File: src/rtl/ckscb_pkg.sv
// Types and constants of the sprite column blitter.
package ckscb_pkg;

    // Request kinds
    localparam logic KIND_LOAD = 1'b0;
    localparam logic KIND_DRAW = 1'b1;

    // Configuration register indexes
    localparam logic [1:0] REG_SCREEN_WIDTH  = 2'd0;
    localparam logic [1:0] REG_SCREEN_HEIGHT = 2'd1;
    localparam logic [1:0] REG_ROW_PITCH     = 2'd2;
    localparam logic [1:0] REG_PIXEL_BYTES   = 2'd3;

    // Reset values of the configuration registers
    localparam logic [12:0] RST_SCREEN_WIDTH  = 13'd320;
    localparam logic [12:0] RST_SCREEN_HEIGHT = 13'd200;
    localparam logic [12:0] RST_ROW_PITCH     = 13'd320;
    localparam logic [2:0]  RST_PIXEL_BYTES   = 3'd1;

    // Pixel size codes that draw
    localparam logic [2:0] PB_ONE  = 3'd1;
    localparam logic [2:0] PB_TWO  = 3'd2;
    localparam logic [2:0] PB_FOUR = 3'd4;

    // Tallest column in rows
    localparam logic [6:0] MAX_ROWS = 7'd64;

    typedef enum logic [1:0] {
        ST_IDLE,
        ST_SETUP,
        ST_RUN,
        ST_FLUSH
    } state_t;

    typedef struct packed {
        logic [12:0] screen_width;
        logic [12:0] screen_height;
        logic [12:0] row_pitch;
        logic [31:0] pixel_mask;
        logic        draw_ok;
    } cfg_t;

    typedef struct packed {
        logic [11:0] column;
        logic [12:0] x_origin;
        logic [12:0] y_origin;
        logic [12:0] sprite_width;
        logic [6:0]  sprite_height;
        logic [2:0]  column_shift;
        logic        outline;
    } draw_t;

    typedef struct packed {
        logic        active;
        logic [6:0]  rows;
        logic [23:0] addr0;
    } plan_t;

endpackage

File: src/rtl/ckscb_cfg.sv
// Configuration registers and pixel mask decode of the sprite column blitter.
module ckscb_cfg (
    input  logic                clk,
    input  logic                rst_n,
    input  logic                cfg_we,
    input  logic [1:0]          cfg_index,
    input  logic [12:0]         cfg_data,
    output ckscb_pkg::cfg_t     cfg
);

    logic [12:0] screen_width_reg;
    logic [12:0] screen_height_reg;
    logic [12:0] row_pitch_reg;
    logic [2:0]  pixel_bytes_reg;

    // Take register writes
    always_ff @(posedge clk or negedge rst_n)
    begin
        if (!rst_n)
        begin
            screen_width_reg  <= ckscb_pkg::RST_SCREEN_WIDTH;
            screen_height_reg <= ckscb_pkg::RST_SCREEN_HEIGHT;
            row_pitch_reg     <= ckscb_pkg::RST_ROW_PITCH;
            pixel_bytes_reg   <= ckscb_pkg::RST_PIXEL_BYTES;
        end
        else if (cfg_we)
        begin
            unique case (cfg_index)
                ckscb_pkg::REG_SCREEN_WIDTH:  screen_width_reg  <= cfg_data;
                ckscb_pkg::REG_SCREEN_HEIGHT: screen_height_reg <= cfg_data;
                ckscb_pkg::REG_ROW_PITCH:     row_pitch_reg     <= cfg_data;
                ckscb_pkg::REG_PIXEL_BYTES:   pixel_bytes_reg   <= cfg_data[2:0];
                default: ;
            endcase
        end
    end

    // Decode pixel size into a byte mask
    always_comb
    begin
        cfg.screen_width  = screen_width_reg;
        cfg.screen_height = screen_height_reg;
        cfg.row_pitch     = row_pitch_reg;
        unique case (pixel_bytes_reg)
            ckscb_pkg::PB_ONE:
            begin
                cfg.pixel_mask = 32'h0000_00FF;
                cfg.draw_ok    = 1'b1;
            end
            ckscb_pkg::PB_TWO:
            begin
                cfg.pixel_mask = 32'h0000_FFFF;
                cfg.draw_ok    = 1'b1;
            end
            ckscb_pkg::PB_FOUR:
            begin
                cfg.pixel_mask = 32'hFFFF_FFFF;
                cfg.draw_ok    = 1'b1;
            end
            default:
            begin
                cfg.pixel_mask = 32'hFFFF_FFFF;
                cfg.draw_ok    = 1'b0;
            end
        endcase
    end

endmodule

File: config.mk
export PLATFORM = sky130hd
export DESIGN_NAME = ckscb_cfg
export DESIGN_NICKNAME = d
export VERILOG_FILES = /design/src/rtl/ckscb_pkg.sv /design/src/rtl/ckscb_cfg.sv
export SDC_FILE = /design/constraint.sdc
export NUM_CORES = 1
export LEC_CHECK = 0
export BUFFER_PORTS_ARGS = -buffer_cell sky130_fd_sc_hd__buf_2
export CORE_MARGIN = 4
export CORE_UTILIZATION = 47
export CTS_BUF_LIST = sky130_fd_sc_hd__clkbuf_2
export DETAILED_ROUTE_END_ITERATION = 16
export GPL_TIMING_DRIVEN = 0
export PLACE_DENSITY = 0.9
export SLEW_MARGIN = 0
export SYNTH_ARGS = -nofsm -noshare
export SYNTH_HDL_FRONTEND = slang
export SYNTH_SLANG_ARGS = --single-unit
File: constraint.sdc
create_clock -name clk -period 1.7 [get_ports clk]
set_input_delay 0.255 -clock clk [delete_from_list [all_inputs] [get_ports clk]]
set_output_delay 0.255 -clock clk [all_outputs]
set_load 0.02 [all_outputs]
# == Yosys cells after proc, flatten, opt, wreduce, memory -nomap -nowiden ==
# Index checks and enable logic that the tools add are counted.
# op_classes
reduce_logical,5
addsub,0
muxes,1
n_lt_le_gt_ge,0
n_shift,0
n_eq_ne,6
n_div,0
bitwise,0
n_mul,0
# op_table
operator,count
$pmux W33 S3,1
$reduce_and A2 Y1,4
$eq A2 B2 Y1 const B,2
$eq A3 B1 Y1 const B,1
$eq A3 B2 Y1 const B,1
$eq A3 B3 Y1 const B,1
$eq A2 B1 Y1 const B,1
$logic_not A2 Y1,1
# totals
mem_bits_rw,0
in_bits,18
mem_bits_ro,0
output_inout_bits,72
n_memories,0
regBits,42
latchBits,0

# == Longest topological paths before layout ==
# Gate-level depths: netlist (run 1).
# depth
ltp_word,2
depth_mapped,3
depth_no_buf,2

# == Worst setup path after synthesis (run 1) ==
# OpenSTA, ideal clock, no wires.
# synth_path
kind,flip-flop to output port
from,reg pixel_bytes_reg[0]
to,out cfg[10] (netlist bit)
stages_incl_launch_ff,3
path_buffers,1
arrival_time_ns,1.325
path_slack_ns,0.120
path_cell_list,dfstp_2 > or3b_2 > buf_4
# synth_rtl
element,line,source
from (decl),ckscb_cfg.sv:14,logic [2:0] pixel_bytes_reg;
from (signal assigned),ckscb_cfg.sv:24,pixel_bytes_reg <= ckscb_pkg::RST_PIXEL_BYTES;
from (signal assigned),ckscb_cfg.sv:32,ckscb_pkg::REG_PIXEL_BYTES: pixel_bytes_reg <= cfg_data[2:0];
to (decl),ckscb_cfg.sv:8,output ckscb_pkg::cfg_t cfg

==> results_dict.tcl, run 1 <==
set metrics [dict create \
    peakVddDrop_v 0.000780 \
    multi_input_area_um2 604 \
    synthArstFlopShare_pct 100 \
    grt-ovfl-total 0 \
    clock_path_buffers 2 \
    power.switching_w 0.00117 \
    drcViolationCount 0 \
    root_buffer "clkbuf_2" \
    io_pins 90 \
    wire_per_inst_um 14.3 \
    setup_viol 25 \
    rsz0062_at_grt "true" \
    dieArea_um2 5050 \
    arrival_ns 1.71 \
    critPathMaxStageDelay_ns 0.60 \
    finalNonFillerCells 276 \
    yosys_warnings 0 \
    ys_seq_area_share_pct 56.8 \
    critPathMaxFanout 8 \
    yosys_register_bits 42 \
    setup_ws_ns -0.263 \
    antenna_found_initial 0 \
    clock_sinks 42 \
    leakagePower_nw 1.27 \
    synth_ff_type "dfrtp_1" \
    status "finished with violations" \
    clk_latency_ns 0.37 \
    place_congestion 0.663 \
    ys_types 13 \
    power.total_w 0.00329 \
    fin_worst_skew_ns 0 \
    dp.cells 264 \
    drive_above_1_share_pct 78.1 \
    failed_checks "setup timing" \
    netlist.area_leader.share_pct 45.5 \
    grt_max_degree 43 \
    synth_edf_count 0 \
    finalNetCount 245 \
    syn_inst 128 \
    cts_buffers 5 \
    vias 1296 \
    drt-initial-drc-count 24 \
    grt_usage_pct 15.9 \
    path_clk_slew_ns 0.20 \
    clkPwrFrac_pct 16.8 \
    fin_util_pct 68.5 \
    seq_area_um2 1060 \
    dp_hpwl_mm 2.73 \
    hold_violations 0 \
    slew_viol_final 0 \
    dr.pass1.iters 2 \
    powerDensity_nw_per_um2 1280 \
    htree_levels 2 \
    rows 22 \
    core-area_um2 3740 \
    finalCritPeriodShare_pct 115 \
    viasPerCell 4.70 \
    place_area_um2 2360 \
    slew-limit-headroom_pct 41.4 \
    p_seq_share_pct 39.9 \
    grt_pass1_wl_mm 6.22 \
    drt-total-wl_mm 3.96 \
    cap_viol_max_count 0 \
    cts_tree "done" \
    internal_power_w 0.00212 \
    yosys.area.top_type "dfrtp_1" \
    p_sw_share_pct 35.6 \
    worstPathRequired_ns 1.44 \
    antenna_cells 0 \
    chipWidth_um 71.1 \
    die_y_um 71.1 \
    worstHoldPathCells 2 \
    reg2regPathDepth 1 \
    hold_path.class "input pin to flop" \
    tightest_slew_ns 0.880 \
    comb_power_share_pct 43.4 \
    io_buffers 81 \
    syn_avg_cell_area_um2 14.6 \
    setup.worst_path.class "flop to output port" \
    final.min_clock_period_ns 1.96 \
    antenna_left 0 \
    fin_area_um2 2560 \
    start_kind "flop" \
    syn_area_um2 1870 \
    synth.area.top_cells "dfrtp_1, mux2_2, buf_4" \
    initial_utilization_pct 49.9 \
    ys_top_cells_by_count "mux2_2, dfrtp_1, buf_4, dfstp_2" \
    cp-end-kind "output port" \
    slowest_stage "dfstp_2" \
    path_cells "or3b_4, buf_6, buf_6" \
    grt_pass1_vias 1244 \
    nFillCells 259 \
    synth_most_common_cell "mux2_2" \
    area_growth_pct 37.2 \
    crit_top_cell "buf_6" \
    fmax_mhz 509 \
]
-- through the flow --
step           worst slack, ns  TNS, ns  hold WS, ns
6_report                -0.263    -5.78        0.109
5_1_grt                 -0.364    -8.58       0.0654
4_1_cts                 -0.267    -6.20       0.0864
3_5_place_dp            0.0385        0        0.426
3_3_place_gp            0.0640        0        0.423
2_1_floorplan            0.120        0      -0.0406
-- routing by layer --
layer | vias to the layer above | GRT usage (%) | share of wire, %
met2 | 72 | 26.1 | 48
met1 | 624 | 19.0 | 40
met5 | - | 0 | 0
met4 | 0 | 4.38 | 0.86
met3 | 6 | 7.24 | 11
li1 | 594 | - | -
-- area by class of cell --
| class | count | share of cell area (%) |
|---|---|---|
| clock buffer | 6 | 1.17 |
| buffer | 33 | 10.7 |
| tap | 48 | 2.34 |
| timing repair buffer | 85 | 19.6 |
| sequential | 42 | 41.4 |
| multi-input combinational | 60 | 23.6 |
| clock inverter | 2 | 1.32 |
-- placed cells by master (no fill, tap or decap), types with 2 or more instances in the layout --
master,count
clkbuf_2,6
buf_2,72
dfstp_2,8
buf_4,27
dfrtp_1,34
conb_1,8
mux2_2,42
buf_6,18
nand3b_1,2
-- power groups by stage --
stage,registers (W),clock network [W],logic (W)
finish,0.00131,0.000553,0.00143
global route,0.00134,0.000621,0.00152
CTS,0.00131,0.000575,0.00140
detailed placement,0.00133,0,0.00130
global placement,0.00132,0,0.00128
floorplan,0.00155,0,0.000657
-- final timing paths --
path | startpoint | to | slack (ns)
hold reg to reg | row_pitch_reg[2] | row_pitch_reg[2] | 0.53
hold / removal | cfg_data[7] | row_pitch_reg[7] | 0.11
setup reg to reg | pixel_bytes_reg[2] | pixel_bytes_reg[2] | 0.85
max in group asynchronous | rst_n | pixel_bytes_reg[2] | 0.66
min in group asynchronous | rst_n | row_pitch_reg[5] | 0.48
setup / recovery | pixel_bytes_reg[0] | cfg[11] | -0.26
-- kinds of logic after synthesis --
kind of cell,share of synthesized area [%]
AO/OA/AOI/OAI,0.669
XOR/XNOR,0.937
buffers and inverters,13.3
flip-flops,56.8
multiplexers,25.3
other,0.201
AND/OR/NAND/NOR,2.88
-- what timing repair did --
| item | CTS | global route |
|---|---|---|
| hold buffers | 1 | 0 |
| hold endpoints to repair | 34 | 0 |
| pin swaps | 1 | 1 |
| setup buffers | 2 | 1 |
| gates resized for setup | 27 | 4 |
| endpoints found under the setup margin | 25 | 25 |
-- critical path: cells and delay by family, from the launching register on --
kind	cells	cell delay [ns]
flops	1	0.60
simple gates	1	0.47
buf+inv	2	0.27
No activity file was read; power rests on OpenSTA's default activity.
==> run 2, diff against run 1 <==
Settings changed: CORE_UTILIZATION 47 to 46, CTS_BUF_LIST sky130_fd_sc_hd__clkbuf_2 to unset, GPL_ROUTABILITY_DRIVEN set to 0, GPL_TIMING_DRIVEN 0 to unset, PLACE_DENSITY 0.9 to 0.89.
==> results_dict.tcl, run 2 (synthesized netlist as in run 1, its figures left out) <==
set metrics [dict create \
    worstHoldPathCells 2 \
    critical_path.startpoint "pixel_bytes_reg[0]" \
    antenna_cells 0 \
    final_common_cell "buf_2" \
    area_growth_pct 21.8 \
    critPathMaxFanout 8 \
    cts_buffers 5 \
    worstPathRequired_ns 1.44 \
    peakVddDrop_v 0.000765 \
    setup_ws_ns -0.00548 \
    cp-end-kind "output port" \
    grt_max_degree 25 \
    chipWidth_um 71.7 \
    reg2reg_from "pixel_bytes_reg[1]" \
    hold_violations 0 \
    clock_path_buffers 2 \
    setup_viol 7 \
    slew_viol_final 0 \
    final_cell_mix "buf_2, mux2_2, dfrtp_1" \
    r2r_end "pixel_bytes_reg[1]" \
    dieArea_um2 5150 \
    rows 22 \
    min_to "row_pitch_reg[10]" \
    dp_hpwl_mm 2.60 \
    whs_ns 0.226 \
    htree_levels 2 \
    grt_usage_pct 14.1 \
    clock_sinks 42 \
    fin_worst_skew_ns 0 \
    antenna_left 0 \
    place_ws_ns 0.190 \
    antenna_found_initial 0 \
    io_buffers 81 \
    cpLargestDelayFamily "flip-flops" \
    status "finished with violations" \
    final.min_clock_period_ns 1.71 \
    reg2regPathDepth 1 \
    crit_buf_inv 1 \
    initial_utilization_pct 49.2 \
    drive_above_1_share_pct 74.1 \
    wire_per_inst_um 14.3 \
    vias 1176 \
    critPathMaxStageDelay_ns 0.57 \
    cts_tree "done" \
    leakagePower_nw 1.10 \
    cp.depth 2 \
    root_buffer "clkbuf_8" \
    power.total_w 0.00304 \
    nFillCells 305 \
    drt-initial-drc-count 40 \
    rrSetupSlack_ns 0.89 \
    die_y_um 71.7 \
    slowest_stage "dfstp_2" \
    cap_viol_max_count 0 \
    failed_checks "setup timing" \
    start_kind "flop" \
    clk_latency_ns 0.28 \
    io_pins 90 \
    powerDensity_nw_per_um2 1330 \
    grt-ovfl-total 0 \
    setup.worst_path.class "flop to output port" \
    dp.cells 235 \
    grt_pass1_wl_mm 5.58 \
    finalNetCount 214 \
    rsz0062_at_grt "true" \
    arrival_ns 1.45 \
    drcViolationCount 0 \
    finalCritPeriodShare_pct 100 \
    dr.pass1.iters 2 \
    grt_pass1_vias 1154 \
    path_clk_slew_ns 0.08 \
    viasPerCell 4.80 \
    core-area_um2 3800 \
    drt-total-wl_mm 3.50 \
    finalNonFillerCells 245 \
    hold_path.class "input pin to flop" \
    path_cells "or3b_4, buf_2" \
    fmax_mhz 586 \
    hp-start "cfg_data[10]" \
]
## run 2: routing by layer
layer  vias up  GRT usage (%)  wire length (µm)
met5         -              0                 0
met3         5           5.47               407
met1       571           15.9              1320
met4         0           3.76                34
li1        531              -                 -
met2        69           24.8              1740
## run 2: worst max-delay path by stage
| stage | to | slack (ns) |
|---|---|---|
| after floorplan | cfg[10] | 0.12 |
| final | cfg[16] | -0.005 |
| after detailed placement | cfg[13] | 0.19 |
| after CTS | cfg[13] | -0.007 |
| after global routing | cfg[16] | -0.06 |
| after global placement | cfg[9] | 0.21 |
## run 2: power breakdown
| part | switching [W] | internal [W] |
|---|---|---|
| logic | 0.000690 | 0.000434 |
| registers | 0.0000993 | 0.00121 |
| clock network | 0.000316 | 0.000285 |
## run 2: metrics by stage
step	util, %	setup TNS [ns]	cell area (µm²)
floorplan	-	0	1900
global placement	56.8	0	2160
detailed placement	56.8	0	2160
CTS	59.5	-0.0413	2260
global route	59.9	-1.11	2280
finish	59.9	-0.0317	2280
## run 2: cell type report
| cell class | count | area (µm²) | share of cell area [%] |
|---|---|---|---|
| clock inverter | 2 | 10.0 | 0.440 |
| sequential | 42 | 1060 | 46.6 |
| tap | 48 | 60.1 | 2.64 |
| timing repair buffer | 87 | 477 | 20.9 |
| clock buffer | 6 | 72.6 | 3.19 |
| multi-input combinational | 60 | 597 | 26.2 |
## run 2: repair_timing
action                                  4_1_cts  5_1_grt
hold buffers                                  1        0
endpoints found under the setup margin       24       25
endpoints found under the hold margin        11        0
buffers inserted                              1        0
gates resized for setup                       2        5
gates cloned                                  0        0
