<file path="src/rtl/ckscb_pkg.sv">
// Types and constants of the sprite column blitter.
package ckscb_pkg;

    // Request kinds
    localparam logic KIND_LOAD = 1'b0;
    localparam logic KIND_DRAW = 1'b1;

    // Configuration register indexes
    localparam logic [1:0] REG_SCREEN_WIDTH  = 2'd0;
    localparam logic [1:0] REG_SCREEN_HEIGHT = 2'd1;
    localparam logic [1:0] REG_ROW_PITCH     = 2'd2;
    localparam logic [1:0] REG_PIXEL_BYTES   = 2'd3;

    // Reset values of the configuration registers
    localparam logic [12:0] RST_SCREEN_WIDTH  = 13'd320;
    localparam logic [12:0] RST_SCREEN_HEIGHT = 13'd200;
    localparam logic [12:0] RST_ROW_PITCH     = 13'd320;
    localparam logic [2:0]  RST_PIXEL_BYTES   = 3'd1;

    // Pixel size codes that draw
    localparam logic [2:0] PB_ONE  = 3'd1;
    localparam logic [2:0] PB_TWO  = 3'd2;
    localparam logic [2:0] PB_FOUR = 3'd4;

    // Tallest column in rows
    localparam logic [6:0] MAX_ROWS = 7'd64;

    typedef enum logic [1:0] {
        ST_IDLE,
        ST_SETUP,
        ST_RUN,
        ST_FLUSH
    } state_t;

    typedef struct packed {
        logic [12:0] screen_width;
        logic [12:0] screen_height;
        logic [12:0] row_pitch;
        logic [31:0] pixel_mask;
        logic        draw_ok;
    } cfg_t;

    typedef struct packed {
        logic [11:0] column;
        logic [12:0] x_origin;
        logic [12:0] y_origin;
        logic [12:0] sprite_width;
        logic [6:0]  sprite_height;
        logic [2:0]  column_shift;
        logic        outline;
    } draw_t;

    typedef struct packed {
        logic        active;
        logic [6:0]  rows;
        logic [23:0] addr0;
    } plan_t;

endpackage

</file>
<file path="src/rtl/ckscb_clip.sv">
// Column clipping, first texel index and first framebuffer address of a draw.
module ckscb_clip #(
    parameter int AW               = 12,
    parameter int MAX_COLUMN_SHIFT = 6
) (
    input  ckscb_pkg::draw_t draw,
    input  ckscb_pkg::cfg_t  cfg,
    output ckscb_pkg::plan_t plan,
    output logic [AW-1:0]    start_idx
);

    // Shift can never exceed what the 3-bit field carries
    localparam int SHW = (MAX_COLUMN_SHIFT < 7) ? MAX_COLUMN_SHIFT : 7;
    localparam int BW  = 13 + SHW;
    localparam int IW  = ((BW > AW) ? BW : AW) + 1;

    logic signed [14:0] xo_s;
    logic signed [14:0] yo_s;
    logic signed [14:0] xs;
    logic signed [14:0] sw_s;
    logic signed [14:0] h_s;
    logic signed [14:0] shy;
    logic signed [14:0] dy;
    logic signed [14:0] iy;
    logic signed [14:0] rows_s;
    logic signed [14:0] start_off;
    logic               vis_x;
    logic [2:0]         shift_c;
    logic [12:0]        col_dist;
    logic [BW-1:0]      base;
    logic [IW-1:0]      idx_sum;
    logic [12:0]        row0;
    logic [25:0]        prod;

    // Horizontal visibility of the column
    assign xo_s  = {{2{draw.x_origin[12]}}, draw.x_origin};
    assign yo_s  = {{2{draw.y_origin[12]}}, draw.y_origin};
    assign xs    = $signed({3'b000, draw.column}) + xo_s;
    assign sw_s  = $signed({2'b00, cfg.screen_width});
    assign vis_x = !xs[14] && (xs < sw_s) && ({1'b0, draw.column} < draw.sprite_width);

    // Vertical row range after top and bottom clipping
    assign h_s       = $signed({8'd0, draw.sprite_height});
    assign shy       = $signed({2'b00, cfg.screen_height}) - yo_s;
    assign dy        = (h_s < shy) ? h_s : shy;
    assign iy        = yo_s[14] ? -yo_s : 15'sd0;
    assign rows_s    = dy - iy;
    assign start_off = h_s - 15'sd1 - iy;

    // Texel index of the first visible row, bottom-up column-major
    assign shift_c  = (32'(draw.column_shift) > MAX_COLUMN_SHIFT) ?
                      3'(MAX_COLUMN_SHIFT) : draw.column_shift;
    assign col_dist = draw.sprite_width - {1'b0, draw.column} - 13'd1;
    assign base     = BW'(col_dist) << shift_c;
    assign idx_sum  = IW'(base) + IW'(start_off[5:0]);
    assign start_idx = idx_sum[AW-1:0];

    // Framebuffer address of the first visible row
    assign row0 = yo_s[14] ? 13'd0 : draw.y_origin;
    assign prod = 26'(row0) * 26'(cfg.row_pitch);

    always_comb
    begin
        plan.active = vis_x && cfg.draw_ok && !rows_s[14] && (rows_s != 15'sd0);
        plan.rows   = rows_s[6:0];
        plan.addr0  = prod[23:0] + {11'd0, xs[12:0]};
    end

endmodule

</file>
<file path="config.mk">
export PLATFORM = sky130hd
export DESIGN_NAME = ckscb_clip
export DESIGN_NICKNAME = d
export VERILOG_FILES = /design/src/rtl/ckscb_pkg.sv /design/src/rtl/ckscb_clip.sv
export SDC_FILE = /design/constraint.sdc
export NUM_CORES = 1
export LEC_CHECK = 0
export BUFFER_PORTS_ARGS = -buffer_cell sky130_fd_sc_hd__buf_2
export CAP_MARGIN = 5
export CORE_MARGIN = 1.5
export CORE_UTILIZATION = 55
export DETAILED_ROUTE_END_ITERATION = 7
export GPL_ROUTABILITY_DRIVEN = 0
export PLACE_DENSITY = 0.8
export SYNTH_ARGS = -nofsm -noshare
export SYNTH_HDL_FRONTEND = slang
export SYNTH_SLANG_ARGS = --single-unit
</file>
<file path="constraint.sdc">
create_clock -name vclk -period 8.36
set_input_delay 0.836 -clock vclk [all_inputs]
set_output_delay 0.836 -clock vclk [all_outputs]
set_load 0.05 [all_outputs]
</file>
; ---- Word level (Yosys, flattened, before mapping)
; Index checks and enable logic that the tools add are counted.
[word_totals]
word_cells = 28
mem_bits_rw = 0
regBits = 0
romBits = 0
latch_bits = 0
memories = 0
[op_classes]
multipliers = 1
shifts = 1
n_mux = 4
order_cmp = 4
div_mod_pow = 0
n_reduce_logical = 8
n_eq_ne = 0
addsub = 10
bitwise = 0
[op_table]
columns = cell, count
row1 = two-way mux 15 bit, 2
row2 = adder 24 x 13 -> 24 bit, 1
row3 = multiplier 12 x 13 -> 24 bit, 1
row4 = less-than comparator 8 x 15 -> 1 bit, 1
row5 = negator 13 -> 15 bit, 1
row6 = nonzero test 15 bit, 1
row7 = subtractor 14 x 13 -> 15 bit, 1
row8 = subtractor 15 bit, 1
row9 = adder 13 x 13 -> 14 bit, 1
row10 = less-than comparator 14 bit, 1
row11 = less-than comparator 12 x 13 -> 1 bit, 1
row12 = << shifter 13 x 3 -> 12 bit, 1
row13 = "subtractor 13 x 1 -> 13 bit, second input constant", 1
row14 = subtractor 13 x 12 -> 13 bit, 1
row15 = adder 12 x 6 -> 12 bit, 1
row16 = two-way mux 12 bit, 1
row17 = "subtractor 6 x 1 -> 6 bit, second input constant", 1
row18 = subtractor 6 bit, 1
row19 = logical AND 1 bit, 5
row20 = "> comparator 3 bit, second input constant", 1
row21 = two-way mux 3 bit, 1
row22 = zero test 1 bit, 2

; ---- Logic depth before layout (Yosys ltp)
; Gate-level depths: netlist of the first run.
[depth]
depth_word = 7
mapped_depth = 30
mapped_depth_nobuf = 29

; ---- Worst setup path after synthesis of the first run
; OpenSTA, ideal clock, no wires.
[synth_timing]
path_kind = input -> output
startpoint = input port cfg[46] (netlist bit)
endpoint = output port plan[31] (netlist bit)
required_ns = 7.524
path_stages = 27
arrival_time_ns = 7.558
setup_slack_ns = -0.034
path_cell_list = inv_1 ha_1 inv_1 fa_1 a21oi_2 nor2b_1 o31a_1 o41ai_4 o2111ai_1 a21o_1 a21oi_2 xnor2_1 or4_1 ha_1 clkbuf_1 a21oi_1 ha_1 fa_1 nor2b_1 o21ai_1 a21boi_0 o21ai_1 nor2b_1 xnor2_1 or4_1 nor3_1 a211oi_1
[synth_lines]
columns = item, line_no
row1 = start: declaration, ckscb_clip.sv:7  ; input ckscb_pkg::cfg_t cfg,
row2 = end: declaration, ckscb_clip.sv:8  ; output ckscb_pkg::plan_t plan,

==> results of run 1 <==
[placed cells by master (no fill, tap or decap), drive strengths merged, types with 10 or more instances in the layout]
cell | Yosys | routed
o21ai | 48 | 48
xnor2 | 55 | 55
inv | 249 | 249
nand3 | 13 | 13
a21o | 21 | 21
o21a | 15 | 15
a21oi | 53 | 53
nor2b | 18 | 18
nand2b | 12 | 12
fa | 127 | 127
ha | 160 | 160
nor2 | 65 | 65
xor2 | 23 | 23
buf | 1 | 166
mux2i | 10 | 10
nor3 | 13 | 13
and3 | 67 | 67
nand2 | 153 | 153
[cells by family after synthesis]
group                      count (synthesis)
other                                      1
muxes                                     13
buffers and inverters                    286
AOI/OAI and AO/OA                        204
xor gates and xnor gates                  78
and+or+nand+nor                          370
adders and majority gates                287
[timing repair]
| action | 4_1_cts | 5_1_grt |
|---|---|---|
| setup endpoints to repair | 3 | 8 |
| hold endpoints to repair | 0 | 0 |
| gates resized for setup | 4 | 13 |
| setup buffers | 0 | 2 |
| pin swaps | 0 | 10 |
[per-stage QoR]
stage	setup slack [ns]	hold slack (ns)	setup TNS [ns]
global placement	0.0842	2.30	0
floorplan	0.370	2.05	0
global route	-0.0515	2.32	-0.0515
CTS	0.0396	2.30	0
finish	0.301	2.30	0
detailed placement	-0.0428	2.30	-0.100
[where the power goes]
part	switching, W	total [W]	internal [W]
clock network	0	0.0000000000160	0.0000000000160
registers	0	0	0
logic	0.00185	0.00273	0.000883
[how the worst min path moves through the flow]
| stage | cells past startpoint | from | to |
|---|---|---|---|
| 3_3_place_gp | 5 | draw[4] | plan[24] |
| 2_1_floorplan | 2 | draw[3] | start_idx[8] |
| 4_1_cts | 4 | draw[4] | start_idx[0] |
| 3_5_place_dp | 5 | draw[4] | plan[24] |
| 6_report | 4 | draw[4] | start_idx[0] |
| 5_1_grt | 4 | draw[4] | start_idx[0] |
[worst max-delay path, cell delays in order]
cell	delay, ns
buf_2	0.09
ha_1	0.16
inv_1	0.06
fa_2	0.35
nor2b_1	0.12
o21ai_1	0.10
a21boi_1	0.22
o21ai_1	0.11
a21bo_2	0.23
a21oi_2	0.15
nor3_1	0.08
xnor2_1	0.30
fa_1	0.48
fa_1	0.49
fa_1	0.49
inv_1	0.05
fa_1	0.53
inv_1	0.04
ha_1	0.30
a21o_1	0.17
a21o_1	0.18
a2111o_1	0.43
o31a_1	0.31
nor3_1	0.24
o21bai_1	0.13
a21oi_1	0.18
xnor2_1	0.15
buf_4	0.22
[area by class of cell]
| cell class | instances | area (um2) | share of cell area [%] |
|---|---|---|---|
| Timing Repair Buffer | 166 | 891 | 8.36 |
| Antenna cell | 1 | 2.50 | 0.0235 |
| Tap cell | 225 | 282 | 2.64 |
| Multi-Input combinational cell | 953 | 8540 | 80.2 |
| Inverter | 249 | 935 | 8.77 |
[routing by layer]
metal	global-route usage, %	vias up
met5	0	-
met4	9.20	2
met3	4.05	73
met2	46.9	435
met1	38.1	4332
li1	-	4289
==> metrics.cfg, run 1 <==
[clock_network]
holdBufCountCts=0

[layout]
postLayoutCellArea_um2=10700
syn2layout_area_growth_pct=11.2
clkbuf_count=0
nNetsFinal=1791
drive_above_1_share_pct=14.0
final-seq-area_um2=0
layoutNonFillerInstCount=1594
seq_cells=0
postLayoutCoreUtil_pct=62.0
fillers=1593

[timing]
clock.fmax_mhz=124
finalCritPeriodShare_pct=96.4
slew_violations=0
relSlewSlack_pct=54.8
period_minus_slack_ns=8.06
setup_viol=0
tightest_slew_ns=0.661
hold_violations=0

[synth]
synth_fa_ha_area_share_pct=47.4
synth_compound_area_share_pct=14.0
netlist_area_um2=9580
synth.area.top_cells=fa_1 27%, ha_1 21%, inv_1 9.7%
syn_area_per_cell_um2=7.73
yosysWarningCount=0
syn_inst=1239
synth_mux_area_share_pct=1.51
synth_top_area_share_pct=26.5
yosys.area_share.simple_pct=18.6
yosysTopAreaCell=fa_1
synth.most_common_cell=inv_1
synth_cell_types=67
synthXorXnorAreaFrac_pct=7.13
synth_fp_nets=1660
ys_seq_area_share_pct=0
synth_common_cells=248 x inv_1, 160 x ha_1, 153 x nand2_1
synth_top_family_by_area=adder cells

[route]
drt_iter0_markers=768
via_per_inst=5.73
wl_met2_mm=12.1
firstDrtPassIters=5
m1WireLength_mm=10.5
wl_per_cell_um=16.3
drtAntennaViolNets=0
top_layer_used=met5
dr_wl_met3_mm=2.49
vias=9131
totalWireLength_mm=26.0
drc=0

[floorplanning]
core_area_um2=17200
start_util_pct=55.8
die_h_um=135
die_area_um2=18200
rows=48
die_x_um=135
io_pins=178

[place]
dp.final_hpwl_mm=22.3
io_buffers=145
dp.cells=1591
placed_cell_area_um2=10600

[pwr]
ir_worst_vdd_mv=0.588
power_w=0.00273
p_per_area_nw_per_um2=256
p_leak_nw=6.03

[setup_path]
crit_path_max_fanout=4
worstPathArrival_ns=7.22
end_kind=output pin
worstSetupStartpoint=draw[50]
crit_path_end=plan[20]
start_kind=input pin
cp.required_ns=7.52
critical_path_class=input pin to output pin

[global_route]
grt.total_usage_pct=28.3
grt_pass1_vias=8823
grt_first_pass_wirelength_mm=41.4
grt_overflow_total=0
antenna_found_initial=2
grt_max_degree=36

[flow_run]
drv_cap=0

[status]
status=completed

[min_path]
hold_path.class=input pin to output pin

Note: power is estimated with default switching activity, not from simulation.
==> run 2: changes to the inputs <==
--- a/config.mk
+++ b/config.mk
@@ -6,12 +6,13 @@
 export NUM_CORES = 1
 export LEC_CHECK = 0
 export BUFFER_PORTS_ARGS = -buffer_cell sky130_fd_sc_hd__buf_2
-export CAP_MARGIN = 5
+export CAP_MARGIN = 20
 export CORE_MARGIN = 1.5
 export CORE_UTILIZATION = 55
 export DETAILED_ROUTE_END_ITERATION = 7
 export GPL_ROUTABILITY_DRIVEN = 0
 export PLACE_DENSITY = 0.8
+export SLEW_MARGIN = 40
 export SYNTH_ARGS = -nofsm -noshare
 export SYNTH_HDL_FRONTEND = slang
 export SYNTH_SLANG_ARGS = --single-unit
==> constraint.sdc (replaced) <==
create_clock -name vclk -period 8.36
set_input_delay 0.836 -clock vclk [all_inputs]
set_output_delay 0.836 -clock vclk [all_outputs]
set_load 0.02 [all_outputs]
==> run 2 against run 1 <==
Sequential share of layout area unchanged. Combinational power down 21%. Non-clock buffer count down 4. Final area down 0.35%. Via count down 2.9%. Sequential cell count unchanged. First-iteration DRC count down 22%. Core utilization down 0.22 points. Setup slack better by 0.075 ns. Die area unchanged. Worst hold slack worse by 0.091 ns. Wire length down 8.9%. Critical path type unchanged. Critical endpoint is now plan[23].
==> metrics.cfg, run 2 (synthesis gave the netlist of run 1 again) <==
[floorplanning]
core_area_um2=17200  ; unchanged
rows=48  ; unchanged
start_util_pct=55.8  ; unchanged
io_pins=178  ; unchanged
die_area_um2=18200  ; unchanged
die_h_um=135  ; unchanged
die_x_um=135  ; unchanged

[timing]
period_minus_slack_ns=7.98  ; -0.0751 ns
finalCritPeriodShare_pct=95.5  ; -0.90 points
clock.fmax_mhz=125  ; +0.94%
setup_viol=0  ; unchanged
slew_violations=0  ; unchanged
hold_violations=0  ; unchanged
finalSetupTns_ns=0  ; unchanged
relSlewSlack_pct=47.3  ; -7.6 points
tightest_slew_ns=0.790  ; +0.130 ns
setup_slack_ns=0.376  ; +0.0751 ns
rsz0062_at_grt=false

[route]
drc=0  ; unchanged
drtAntennaViolNets=0  ; unchanged
drt_iter0_markers=596  ; -22%
wl_per_cell_um=14.9  ; -8.7%
totalWireLength_mm=23.7  ; -8.9%
via_per_inst=5.57  ; -2.7%
firstDrtPassIters=5  ; unchanged
vias=8862  ; -2.9%

[flow_run]
drv_cap=0  ; unchanged

[pwr]
switching_share_pct=59.2  ; -8.5 points
power_frac_comb_pct=100.0  ; about the same
p_seq_share_pct=0  ; unchanged
internal_power_w=0.000885  ; +0.20%
clockPowerShare_pct=0  ; unchanged
power_w=0.00217  ; -21%
p_per_area_nw_per_um2=204  ; -20%
switching_power_w=0.00128  ; -30%
p_leak_nw=6.01  ; -0.32%
ir_worst_vdd_mv=0.208  ; -65%

[global_route]
grt_max_degree=33  ; -8.3%
antenna_found_initial=2  ; unchanged
grt_first_pass_wirelength_mm=39.1  ; -5.5%
grt_overflow_total=0  ; unchanged
grt.total_usage_pct=26.1  ; -2.1 points
grt_pass1_vias=8627  ; -2.2%

[layout]
postLayoutCellArea_um2=10600  ; -0.35%
seq_cells=0  ; unchanged
final-seq-area_um2=0  ; unchanged
clkbuf_count=0  ; unchanged
layout_commonest_cell=inv_1
layout_common_cells=248 x inv_1, 160 x ha_1, 153 x nand2_1
fillers=1541  ; -3.3%
multi_input_area_um2=8540  ; about the same
syn2layout_area_growth_pct=10.8
postLayoutCoreUtil_pct=61.8  ; -0.22 points
nNetsFinal=1787  ; -0.22%
drive_above_1_share_pct=13.6  ; -0.33 points

[place]
dp.final_hpwl_mm=20.6  ; -7.8%
placed_cell_area_um2=10600  ; -0.26%
io_buffers=145  ; unchanged
dp_slack_ns=0.0943  ; +0.137 ns

[setup_path]
cp_slowest_cell=fa_1
path_common_cell=fa_1
crit_path_max_fanout=3  ; -1
cpPeakStageDelay_ns=0.52  ; about the same
start_kind=input pin
cp.required_ns=7.52  ; about the same
worstPathArrival_ns=7.15  ; -0.07 ns
critical_path_class=input pin to output pin
end_kind=output pin

[status]
status=completed

[min_path]
hold_depth=4  ; unchanged
hold_path.class=input pin to output pin

## run 2: cell types whose count changed in the layout (fill, tap and decap cells not counted), moves of 2 or more
| cell | delta |
|---|---|
| buf_2 | +2 |
| o21ai_1 | -4 |
| o21ai_0 | +3 |
| buf_4 | -6 |
## run 2: power groups by stage
stage,clock (W),sequential (W),combinational (W)
after floorplan,0,0,0.00158
after global placement,0,0,0.00209
after detailed placement,0,0,0.00214
after CTS,0,0,0.00215
after global routing,0,0,0.00244
final,0.0000000000160,0,0.00217
## run 2: final cells by class
type | count | share of cell area, %
timing repair buffer | 162 | 8.06
antenna | 1 | 0.0236
multi-input combinational | 953 | 80.5
inverter | 249 | 8.80
tap | 225 | 2.65
## run 2: worst paths after layout
| kind | start | endpoint |
|---|---|---|
| worst max-delay path | draw[50] | plan[23] |
| worst min-delay path | draw[37] | plan[0] |
## run 2: metrics by stage
step / std cells / hold slack [ns]
after global routing: 1589 / 2.23
final: 1590 / 2.21
after detailed placement: 1588 / 2.19
after global placement: 1588 / 2.19
after floorplan: 1239 / 1.94
after CTS: 1588 / 2.20
## run 2: repair_timing
item / 4_1_cts / 5_1_grt
hold buffers: 0 / 0
resized for setup: 0 / 12
setup buffers: 0 / 1
setup endpoints to repair: 0 / 7
## run 2: worst max-delay path, delay by kind of cell
| kind | cells | cell delay (ns) |
|---|---|---|
| xor gates and xnor gates | 2 | 0.43 |
| AOI/OAI and AO/OA | 13 | 2.45 |
| buffers and inverters | 5 | 0.42 |
| and+or+nand+nor | 2 | 0.20 |
| adders and majority gates | 7 | 2.84 |
## run 2: routing by layer
layer | share of wire, % | global-route usage (%) | vias up
met1 | 43 | 35.1 | 4218
met2 | 48 | 45.9 | 305
met5 | 0.055 | 0 | -
met3 | 6.6 | 2.06 | 51
li1 | - | - | 4286
met4 | 2.6 | 6.27 | 2
